### src/eds_pkg.sv
// ----------------------------------------------------------------------------
// eds_pkg
// Shared types, codes and helpers for the EDF tick scheduler.
// ----------------------------------------------------------------------------
`default_nettype none

package eds_pkg;

	localparam int SLOT_W = 3;
	localparam int VAL_W  = 16;
	localparam int TIME_W = 32;
	localparam int MASK_W = 8;

	typedef enum logic {
		ACT_TICK = 1'b0,
		ACT_LOAD = 1'b1
	} action_t;

	typedef enum logic [1:0] {
		ST_IDLE,
		ST_SCAN,
		ST_EMIT
	} state_t;

	// one task entry as seen by the shared unit
	typedef struct packed {
		logic              valid;
		logic [VAL_W-1:0]  budget;
		logic [VAL_W-1:0]  period;
		logic [VAL_W-1:0]  work;
		logic [TIME_W-1:0] release_t;
		logic [TIME_W-1:0] due;
	} entry_t;

	// shared unit result
	typedef struct packed {
		logic              rel_hit;
		logic              miss;
		logic              take;
		logic [TIME_W-1:0] new_due;
	} unit_res_t;

	// sequencer controls
	typedef struct packed {
		logic in_ready;
		logic scan;
		logic emit;
	} ctl_t;

	function automatic logic [TIME_W-1:0] sat_inc(input logic [TIME_W-1:0] v);
		return (&v) ? v : v + TIME_W'(1);
	endfunction

endpackage

`default_nettype wire

### src/eds_if.sv
// ----------------------------------------------------------------------------
// eds_if
// Request and response channel interfaces (valid/ready).
// ----------------------------------------------------------------------------
`default_nettype none

interface eds_req_if;
	import eds_pkg::*;
	logic              valid;
	logic              ready;
	logic              action;
	logic [SLOT_W-1:0] task_slot;
	logic [VAL_W-1:0]  task_budget;
	logic [VAL_W-1:0]  task_period;
	logic [VAL_W-1:0]  task_offset;

	modport source (output valid, action, task_slot, task_budget, task_period,
		task_offset, input ready);
	modport sink (input valid, action, task_slot, task_budget, task_period,
		task_offset, output ready);
endinterface

interface eds_rsp_if;
	import eds_pkg::*;
	logic              valid;
	logic              ready;
	logic [SLOT_W-1:0] running_task;
	logic              cpu_idle;
	logic [MASK_W-1:0] miss_mask;
	logic [TIME_W-1:0] tick_time;
	logic [TIME_W-1:0] busy_ticks;
	logic [TIME_W-1:0] miss_count;

	modport source (output valid, running_task, cpu_idle, miss_mask, tick_time,
		busy_ticks, miss_count, input ready);
	modport sink (input valid, running_task, cpu_idle, miss_mask, tick_time,
		busy_ticks, miss_count, output ready);
endinterface

`default_nettype wire

### src/eds_unit.sv
// ----------------------------------------------------------------------------
// eds_unit
// Shared release/select unit: one task entry per cycle.
// ----------------------------------------------------------------------------
`default_nettype none

module eds_unit (
	input  eds_pkg::entry_t              ent,
	input  logic [eds_pkg::TIME_W-1:0]   time_now,
	input  logic                         found,
	input  logic [eds_pkg::TIME_W-1:0]   best,
	output eds_pkg::unit_res_t           res
);
	import eds_pkg::*;

	logic [VAL_W-1:0]  new_work;
	logic [TIME_W-1:0] sum;

	assign sum = ent.release_t + TIME_W'(ent.period);

	always_comb begin
		res.rel_hit = ent.valid && (ent.release_t == time_now);
		res.miss    = res.rel_hit && (ent.work != '0);
		new_work    = res.rel_hit ? ent.budget : ent.work;
		res.new_due = res.rel_hit ? sum : ent.due;
		res.take    = ent.valid && (new_work != '0) && (!found || (res.new_due < best));
	end

endmodule

`default_nettype wire

### src/earliest_deadline_tick_scheduler_top.sv
// ----------------------------------------------------------------------------
// earliest_deadline_tick_scheduler_top
// Periodic-task EDF scheduler stepped by tick transactions.
//
//  channel | dir | transaction
//  --------+-----+-----------------------------------------------------------
//  req     | in  | tick, or load of one task entry (budget, period, offset)
//  rsp     | out | running task, idle flag, miss mask, time, busy/miss totals
//
// A tick goes through accept, a scan of every task entry through the shared
// release/select unit, then emit. A load goes from accept straight to emit.
// Reset clears all entry valid bits, time and counters at once.
// rsp is a registered stage: req is taken again while a result waits there;
// the emit cycle holds only while a previous result is still unread.
// ----------------------------------------------------------------------------
`default_nettype none

module earliest_deadline_tick_scheduler_top #(
	parameter int TASKS = 8
) (
	input  logic      clk,
	input  logic      arst_n,
	eds_req_if.sink   req,
	eds_rsp_if.source rsp
);
	import eds_pkg::*;

	localparam int IDX_W = (TASKS > 1) ? $clog2(TASKS) : 1;

	state_t            state_q, state_d;
	ctl_t              ctl;
	logic [IDX_W-1:0]  idx_q, pick_q;
	logic [TIME_W-1:0] time_q, busy_q, miss_q, best_q;
	logic              found_q;
	logic              act_q;
	logic [MASK_W-1:0] mask_q, mask_bit;
	logic              last;

	logic [TASKS-1:0]  valid_q;
	logic [VAL_W-1:0]  budget_q [TASKS];
	logic [VAL_W-1:0]  period_q [TASKS];
	logic [VAL_W-1:0]  work_q   [TASKS];
	logic [TIME_W-1:0] rel_q    [TASKS];
	logic [TIME_W-1:0] due_q    [TASKS];

	logic              out_valid_q;
	logic [SLOT_W-1:0] out_run_q;
	logic              out_idle_q;
	logic [MASK_W-1:0] out_mask_q;
	logic [TIME_W-1:0] out_time_q, out_busy_q, out_miss_q;

	entry_t            ent;
	unit_res_t         res;
	logic              accept, load_ok, ran;
	logic [IDX_W-1:0]  slot_idx;

	assign accept   = ctl.in_ready && req.valid;
	assign load_ok  = (32'(req.task_slot) < TASKS);
	assign slot_idx = IDX_W'(req.task_slot);
	assign last     = (idx_q == IDX_W'(TASKS - 1));
	assign ran      = (act_q == ACT_TICK) && found_q;

	always_comb begin
		ent.valid     = valid_q[idx_q];
		ent.budget    = budget_q[idx_q];
		ent.period    = period_q[idx_q];
		ent.work      = work_q[idx_q];
		ent.release_t = rel_q[idx_q];
		ent.due       = due_q[idx_q];
	end

	always_comb begin
		for (int b = 0; b < MASK_W; b++) begin
			mask_bit[b] = (b < TASKS) && (idx_q == IDX_W'(b));
		end
	end

	eds_unit u_unit (
		.ent      (ent),
		.time_now (time_q),
		.found    (found_q),
		.best     (best_q),
		.res      (res)
	);

	// next state
	always_comb begin
		state_d = state_q;
		case (state_q)
			ST_IDLE: begin
				if (req.valid) begin
					state_d = (req.action == ACT_LOAD) ? ST_EMIT : ST_SCAN;
				end
			end
			ST_SCAN: begin
				if (last) begin
					state_d = ST_EMIT;
				end
			end
			ST_EMIT: begin
				if (!out_valid_q || rsp.ready) begin
					state_d = ST_IDLE;
				end
			end
			default: state_d = ST_IDLE;
		endcase
	end

	// sequencer outputs
	always_comb begin
		ctl = '0;
		case (state_q)
			ST_IDLE: ctl.in_ready = 1'b1;
			ST_SCAN: ctl.scan     = 1'b1;
			ST_EMIT: ctl.emit     = !out_valid_q || rsp.ready;
			default: ctl          = '0;
		endcase
	end

	always_ff @(posedge clk or negedge arst_n) begin
		if (!arst_n) begin
			state_q     <= ST_IDLE;
			idx_q       <= '0;
			pick_q      <= '0;
			time_q      <= '0;
			busy_q      <= '0;
			miss_q      <= '0;
			best_q      <= '0;
			found_q     <= 1'b0;
			act_q       <= ACT_TICK;
			mask_q      <= '0;
			valid_q     <= '0;
			out_valid_q <= 1'b0;
		end else begin
			state_q <= state_d;
			if (accept) begin
				act_q   <= req.action;
				idx_q   <= '0;
				found_q <= 1'b0;
				mask_q  <= '0;
				if (req.action == ACT_LOAD && load_ok) begin
					valid_q[slot_idx] <= 1'b1;
				end
			end
			if (ctl.scan) begin
				if (res.miss) begin
					miss_q <= sat_inc(miss_q);
					mask_q <= mask_q | mask_bit;
				end
				if (res.take) begin
					found_q <= 1'b1;
					best_q  <= res.new_due;
					pick_q  <= idx_q;
				end
				if (last) begin
					idx_q <= res.take ? idx_q : pick_q;
				end else begin
					idx_q <= idx_q + IDX_W'(1);
				end
			end
			if (ctl.emit) begin
				out_valid_q <= 1'b1;
				if (act_q == ACT_TICK) begin
					time_q <= time_q + TIME_W'(1);
				end
				if (ran) begin
					busy_q <= sat_inc(busy_q);
				end
			end else if (rsp.ready) begin
				out_valid_q <= 1'b0;
			end
		end
	end

	// task table payload
	always_ff @(posedge clk) begin
		if (accept && req.action == ACT_LOAD && load_ok) begin
			budget_q[slot_idx] <= req.task_budget;
			period_q[slot_idx] <= req.task_period;
			work_q[slot_idx]   <= '0;
			rel_q[slot_idx]    <= TIME_W'(req.task_offset);
			due_q[slot_idx]    <= TIME_W'(req.task_offset) + TIME_W'(req.task_period);
		end else if (ctl.scan && res.rel_hit) begin
			work_q[idx_q] <= ent.budget;
			rel_q[idx_q]  <= res.new_due;
			due_q[idx_q]  <= res.new_due;
		end else if (ctl.emit && ran) begin
			work_q[idx_q] <= ent.work - VAL_W'(1);
		end
	end

	// response payload
	always_ff @(posedge clk) begin
		if (ctl.emit) begin
			out_run_q  <= ran ? SLOT_W'(idx_q) : '0;
			out_idle_q <= !ran;
			out_mask_q <= (act_q == ACT_TICK) ? mask_q : '0;
			out_time_q <= time_q;
			out_busy_q <= ran ? sat_inc(busy_q) : busy_q;
			out_miss_q <= miss_q;
		end
	end

	assign req.ready        = ctl.in_ready;
	assign rsp.valid        = out_valid_q;
	assign rsp.running_task = out_run_q;
	assign rsp.cpu_idle     = out_idle_q;
	assign rsp.miss_mask    = out_mask_q;
	assign rsp.tick_time    = out_time_q;
	assign rsp.busy_ticks   = out_busy_q;
	assign rsp.miss_count   = out_miss_q;

endmodule

`default_nettype wire

### src/flat_wrapper.sv
// flat-port wrapper written by rule: the top's interface ports become plain ports
module earliest_deadline_tick_scheduler_top_flat import eds_pkg::*;
#(
	parameter int TASKS = 8
)
  (clk, arst_n, req_valid, req_action, req_task_slot, req_task_budget, req_task_period, req_task_offset, req_ready, rsp_valid, rsp_running_task, rsp_cpu_idle, rsp_miss_mask, rsp_tick_time, rsp_busy_ticks, rsp_miss_count, rsp_ready);
  eds_req_if req_i ();
  eds_rsp_if rsp_i ();
  input  logic clk;
  input  logic arst_n;
  input wire logic [$bits(req_i.valid)-1:0] req_valid;
  input wire logic [$bits(req_i.action)-1:0] req_action;
  input wire logic [$bits(req_i.task_slot)-1:0] req_task_slot;
  input wire logic [$bits(req_i.task_budget)-1:0] req_task_budget;
  input wire logic [$bits(req_i.task_period)-1:0] req_task_period;
  input wire logic [$bits(req_i.task_offset)-1:0] req_task_offset;
  output wire logic [$bits(req_i.ready)-1:0] req_ready;
  output wire logic [$bits(rsp_i.valid)-1:0] rsp_valid;
  output wire logic [$bits(rsp_i.running_task)-1:0] rsp_running_task;
  output wire logic [$bits(rsp_i.cpu_idle)-1:0] rsp_cpu_idle;
  output wire logic [$bits(rsp_i.miss_mask)-1:0] rsp_miss_mask;
  output wire logic [$bits(rsp_i.tick_time)-1:0] rsp_tick_time;
  output wire logic [$bits(rsp_i.busy_ticks)-1:0] rsp_busy_ticks;
  output wire logic [$bits(rsp_i.miss_count)-1:0] rsp_miss_count;
  input wire logic [$bits(rsp_i.ready)-1:0] rsp_ready;
  assign req_i.valid = req_valid;
  assign req_i.action = req_action;
  assign req_i.task_slot = req_task_slot;
  assign req_i.task_budget = req_task_budget;
  assign req_i.task_period = req_task_period;
  assign req_i.task_offset = req_task_offset;
  assign req_ready = req_i.ready;
  assign rsp_valid = rsp_i.valid;
  assign rsp_running_task = rsp_i.running_task;
  assign rsp_cpu_idle = rsp_i.cpu_idle;
  assign rsp_miss_mask = rsp_i.miss_mask;
  assign rsp_tick_time = rsp_i.tick_time;
  assign rsp_busy_ticks = rsp_i.busy_ticks;
  assign rsp_miss_count = rsp_i.miss_count;
  assign rsp_i.ready = rsp_ready;
  earliest_deadline_tick_scheduler_top #(.TASKS(TASKS)) u_core (.clk(clk), .arst_n(arst_n), .req(req_i), .rsp(rsp_i));
endmodule
### config.mk
export PLATFORM = sky130hd
export DESIGN_NAME = earliest_deadline_tick_scheduler_top_flat
export DESIGN_NICKNAME = d
export VERILOG_FILES = /design/src/eds_pkg.sv /design/src/eds_if.sv /design/src/eds_unit.sv /design/src/earliest_deadline_tick_scheduler_top.sv /design/src/flat_wrapper.sv
export SDC_FILE = /design/constraint.sdc
export NUM_CORES = 1
export LEC_CHECK = 0
export ABC_CLOCK_PERIOD_IN_PS = 11800
export BUFFER_PORTS_ARGS = -buffer_cell sky130_fd_sc_hd__buf_2
export CAP_MARGIN = 10
export CORE_UTILIZATION = 25
export CTS_BUF_LIST = sky130_fd_sc_hd__clkbuf_8
export CTS_CLUSTER_DIAMETER = 80
export DETAILED_ROUTE_END_ITERATION = 6
export PLACE_DENSITY = 0.39
export SKIP_LAST_GASP = 1
export SYNTH_ARGS = -nofsm -noshare
export SYNTH_HDL_FRONTEND = slang
export SYNTH_HIERARCHICAL = 1
export SYNTH_SLANG_ARGS = --single-unit
### constraint.sdc
create_clock -name clk -period 11.8 [get_ports clk]
set_clock_uncertainty 0.05 [all_clocks]
set_input_delay 1.18 -clock clk [delete_from_list [all_inputs] [get_ports clk]]
set_output_delay 1.18 -clock clk [all_outputs]
set_load 0.02 [all_outputs]
==> summary.txt <==
==========================================================================================
Result of the run                                                             complete, but fails checks
Failing checks                                                                         DRC
Leading cell types in the layout, fill and taps excluded                      edfxtp_1 (884), nand2_1 (423), clkbuf_8 (202), mux4_2 (193), buf_2 (164)
Aggregate global-route resource usage                                                14.1%
Async SR Flop Fraction                                                               14.9%
Multi-input logic area                                                          0.0134 mm2
Final nets                                                                            3246
Relative area change from synthesis to final layout                                  16.8%
#FFs+latches synth                                                                    1039
DRC                                                                                     30
Achievable Freq                                                                    119 MHz
Cell at the root of the clock tree                                                clkbuf_8
Resized cells post-CTS                                                                   0
Net count after synthesis                                                             2951
Detailed-route wire length per cell                                                22.5 um
Number of enable flip-flop cells after synthesis                                       884
Clock Path Buffers                                                                       3
Die Area                                                                         0.180 mm2
Worst-case setup margin in the final layout                                        3.38 ns
Sink count of the clock tree                                                          1039
Detailed-route vias per instance                                                      4.47
Setup repair after global routing missed its margin                                     no
Count of pins over their slew limit                                                      0
Worst Max-Slew Pin Slew                                                            1.09 ns
Via count of the first global-routing pass                                           26200
Buffers added on ports                                                                 165
Layout filler cell count                                                             17800
Number of antenna violations at the first check in global routing                       16
Final number of setup-violating endpoints                                                0
Number of warnings reported in the yosys synthesis log                                   6
Count of antenna-violating nets left after detailed routing                              0
Maximum number of pins on one net before global-route repair                            70
Primary FF master, synth                                                          edfxtp_1
Total power                                                                        11.1 mW
Total grt overflow                                                                       0
Post-CTS setup buffers                                                                   0
Tcrit/Tclk final                                                                     71.3%
Num CTS Buffers                                                                        192
Routed via count                                                                     25100
DRT Wirelength                                                                   127000 um
Final Hold Fails                                                                         0
Final estimated routing congestion in global placement                               0.796
Element type at the critical path start                                          flip-flop
Final total negative setup slack                                                      0 ns
Inst Count DP                                                                         5260
Number of primary I/O pins                                                             166
Post-layout minimum cycle time                                                     8.42 ns
Hold_buf cts                                                                             0
H-tree lvl count                                                                         4
Average size of a mapped cell                                                     15.8 um2
Most common library cell in the layout ignoring fill and taps                     edfxtp_1
Crit Path Max Fanout                                                                    46
Number of max-cap violations                                                             0
Clock tree from TritonCTS                                                              yes
Leakage power                                                                      19.0 nW
P per Cell Area                                                                 213 mW/mm2
Min Hold Slack                                                                    0.162 ns
Row count                                                                              154
Kind of capture point of the worst setup path                                    flip-flop
Non-filler cells in the finished layout                                               5622
Die boundary height                                                                 424 um
Initial drt markers                                                                   1636
Initial core utilization                                                             25.2%
Post-synthesis instance total                                                         2820
IR drop worst, VDD                                                                0.113 mV
Data required time of the critical path                                           12.53 ns
Hold crit path type                                                               in2async
Synth cell types                                                                        80
First drt pass iteration count                                                           7
Insertion delay of the later-clocked pin in the worst-skew pair                    0.94 ns
Global-route wire length before repair                                           185000 um
Headroom to the max-slew limit                                                       26.5%
Crit Path Category                                                                 reg2reg
Post-synth design cell area                                                     0.0445 mm2
Sequential cell area                                                            0.0304 mm2
Die X-Extent                                                                        424 um
Placed wire-length estimate after detailed placement                              79000 um
Worst setup slack before clock tree synthesis                                      3.17 ns
Floorplan Core Area                                                              0.176 mm2
Seq/Total Area, Yosys                                                                68.3%
Share of layout cells above drive strength 1                                         23.4%
Data arrival at the endpoint of the critical path                                  9.15 ns
Clock edge transition at the registers on the reported setup and hold paths        0.06 ns
==========================================================================================
-- logic make-up (layout without fill, tap and decap cells) --
group	count (synthesis)	count (layout)	share of synthesized area [%]
AND/OR/NAND/NOR	858	858	9.37
other	0	3	0
adder cells (fa/ha/maj)	75	75	2.14
AO/OA/AOI/OAI	205	205	2.83
buffers and inverters	185	644	1.80
multiplexers	254	254	11.5
flip-flops	1039	1039	68.3
XOR/XNOR	204	204	4.01
-- cell usage after synthesis, types with 12 or more instances --
master | number | share of area [%]
nor2_1 | 115 | 0.97
dfrtp_1 | 155 | 8.7
and3_1 | 34 | 0.48
inv_1 | 65 | 0.55
edfxtp_1 | 884 | 60
xnor2_1 | 97 | 1.9
and2_1 | 13 | 0.18
or2_2 | 12 | 0.17
o21ai_0 | 72 | 0.81
nor4_1 | 24 | 0.34
a21oi_1 | 39 | 0.44
a21o_1 | 17 | 0.29
o21ai_1 | 16 | 0.18
clkbuf_1 | 58 | 0.49
nand3_1 | 54 | 0.61
ha_1 | 73 | 2.1
and4_1 | 17 | 0.33
mux2_2 | 38 | 0.96
nand4_1 | 50 | 0.70
nor3_1 | 36 | 0.40
mux4_2 | 193 | 9.8
nor3b_1 | 12 | 0.20
xor2_1 | 107 | 2.1
nand2_1 | 424 | 3.6
buf_2 | 40 | 0.45
nor2b_1 | 16 | 0.22
-- area by class of cell --
class	count	area share [%]
Antenna cell	3	0.0144
Clock buffer	202	5.35
Clock inverter	156	1.81
Inverter	72	0.534
Multi-Input combinational cell	1596	25.8
Sequential cell	1039	58.5
Tap cell	2340	5.63
Timing Repair Buffer	214	2.35
-- metrics by stage --
stage          utilization [%]  cell area, um2
2_1_floorplan                -           44500
3_3_place_gp              27.4           48300
3_5_place_dp              27.4           48300
4_1_cts                   29.5           52000
5_1_grt                   29.5           52000
6_report                  29.5           52000
-- sequential cells by signal (all words and copies together) (netlist names), 2 cells and up --
| signal | cells |
|---|---|
| u_core/time_q | 32 |
| u_core/busy_q | 32 |
| u_core/rsp.miss_count | 32 |
| u_core/rsp.busy_ticks | 32 |
| u_core/idx_q | 3 |
| u_core/rel_q | 144 |
| u_core/budget_q | 128 |
| u_core/state_q | 2 |
| u_core/pick_q | 3 |
| u_core/work_q | 128 |
| u_core/mask_q | 8 |
| u_core/miss_q | 32 |
| u_core/valid_q | 8 |
| u_core/rsp.tick_time | 32 |
| u_core/best_q | 32 |
| u_core/rsp.running_task | 3 |
| u_core/rsp.miss_mask | 8 |
| u_core/period_q | 128 |
| u_core/due_q | 248 |
-- worst max-delay path, cell delays in order, from the launching register on --
cell,delay [ns]
dfrtp_4,0.68
buf_4,0.69
mux4_2,0.60
nand2_1,0.09
nand2_1,0.13
xor2_1,0.21
or4b_2,0.68
nor3_1,0.25
nand3_2,0.82
o21ai_0,0.74
ha_1,0.34
and4_1,0.22
a221oi_1,0.23
o21ai_0,0.19
a2111oi_0,0.53
o2111ai_1,0.25
nand2_1,0.25
nand2_2,0.66
mux2_2,0.53
-- layer usage --
layer	GRT usage (%)	up-vias	part of all wire, %
met4	5.26	6	3.1
met2	22.4	630	47
met5	0	-	0.028
met1	18.8	12900	45
li1	-	11400	-
met3	2.95	235	4.9
-- final timing paths --
check	cells after the start	slack [ns]	start	end
min reg2reg	1	0.42	u_core/valid_q[2]$_DFFE_PN0N_	u_core/valid_q[2]$_DFFE_PN0N_
min	1	0.16	arst_n	u_core/miss_q[20]$_DFFE_PN0P_
max in group asynchronous	2	10.16	arst_n	u_core/rsp.valid$_DFFE_PN0P_
max reg2reg	18	3.38	u_core/idx_q[0]$_DFFE_PN0P_	u_core/best_q[6]$_DFFE_PN0P_
min in group clk	1	0.42	u_core/valid_q[2]$_DFFE_PN0N_	u_core/valid_q[2]$_DFFE_PN0N_
max	18	3.38	u_core/idx_q[0]$_DFFE_PN0P_	u_core/best_q[6]$_DFFE_PN0P_
-- report_power, final --
part | total (mW) | internal, mW | leakage (nW) | switching, mW
Clock | 3.34 | 1.74 | 2.19 | 1.61
Combinational | 3.34 | 1.33 | 6.56 | 2.01
Sequential | 4.38 | 4.22 | 10.2 | 0.159
Total | 11.1 | 7.28 | 19.0 | 3.77
(Power assumes the default switching activity.)
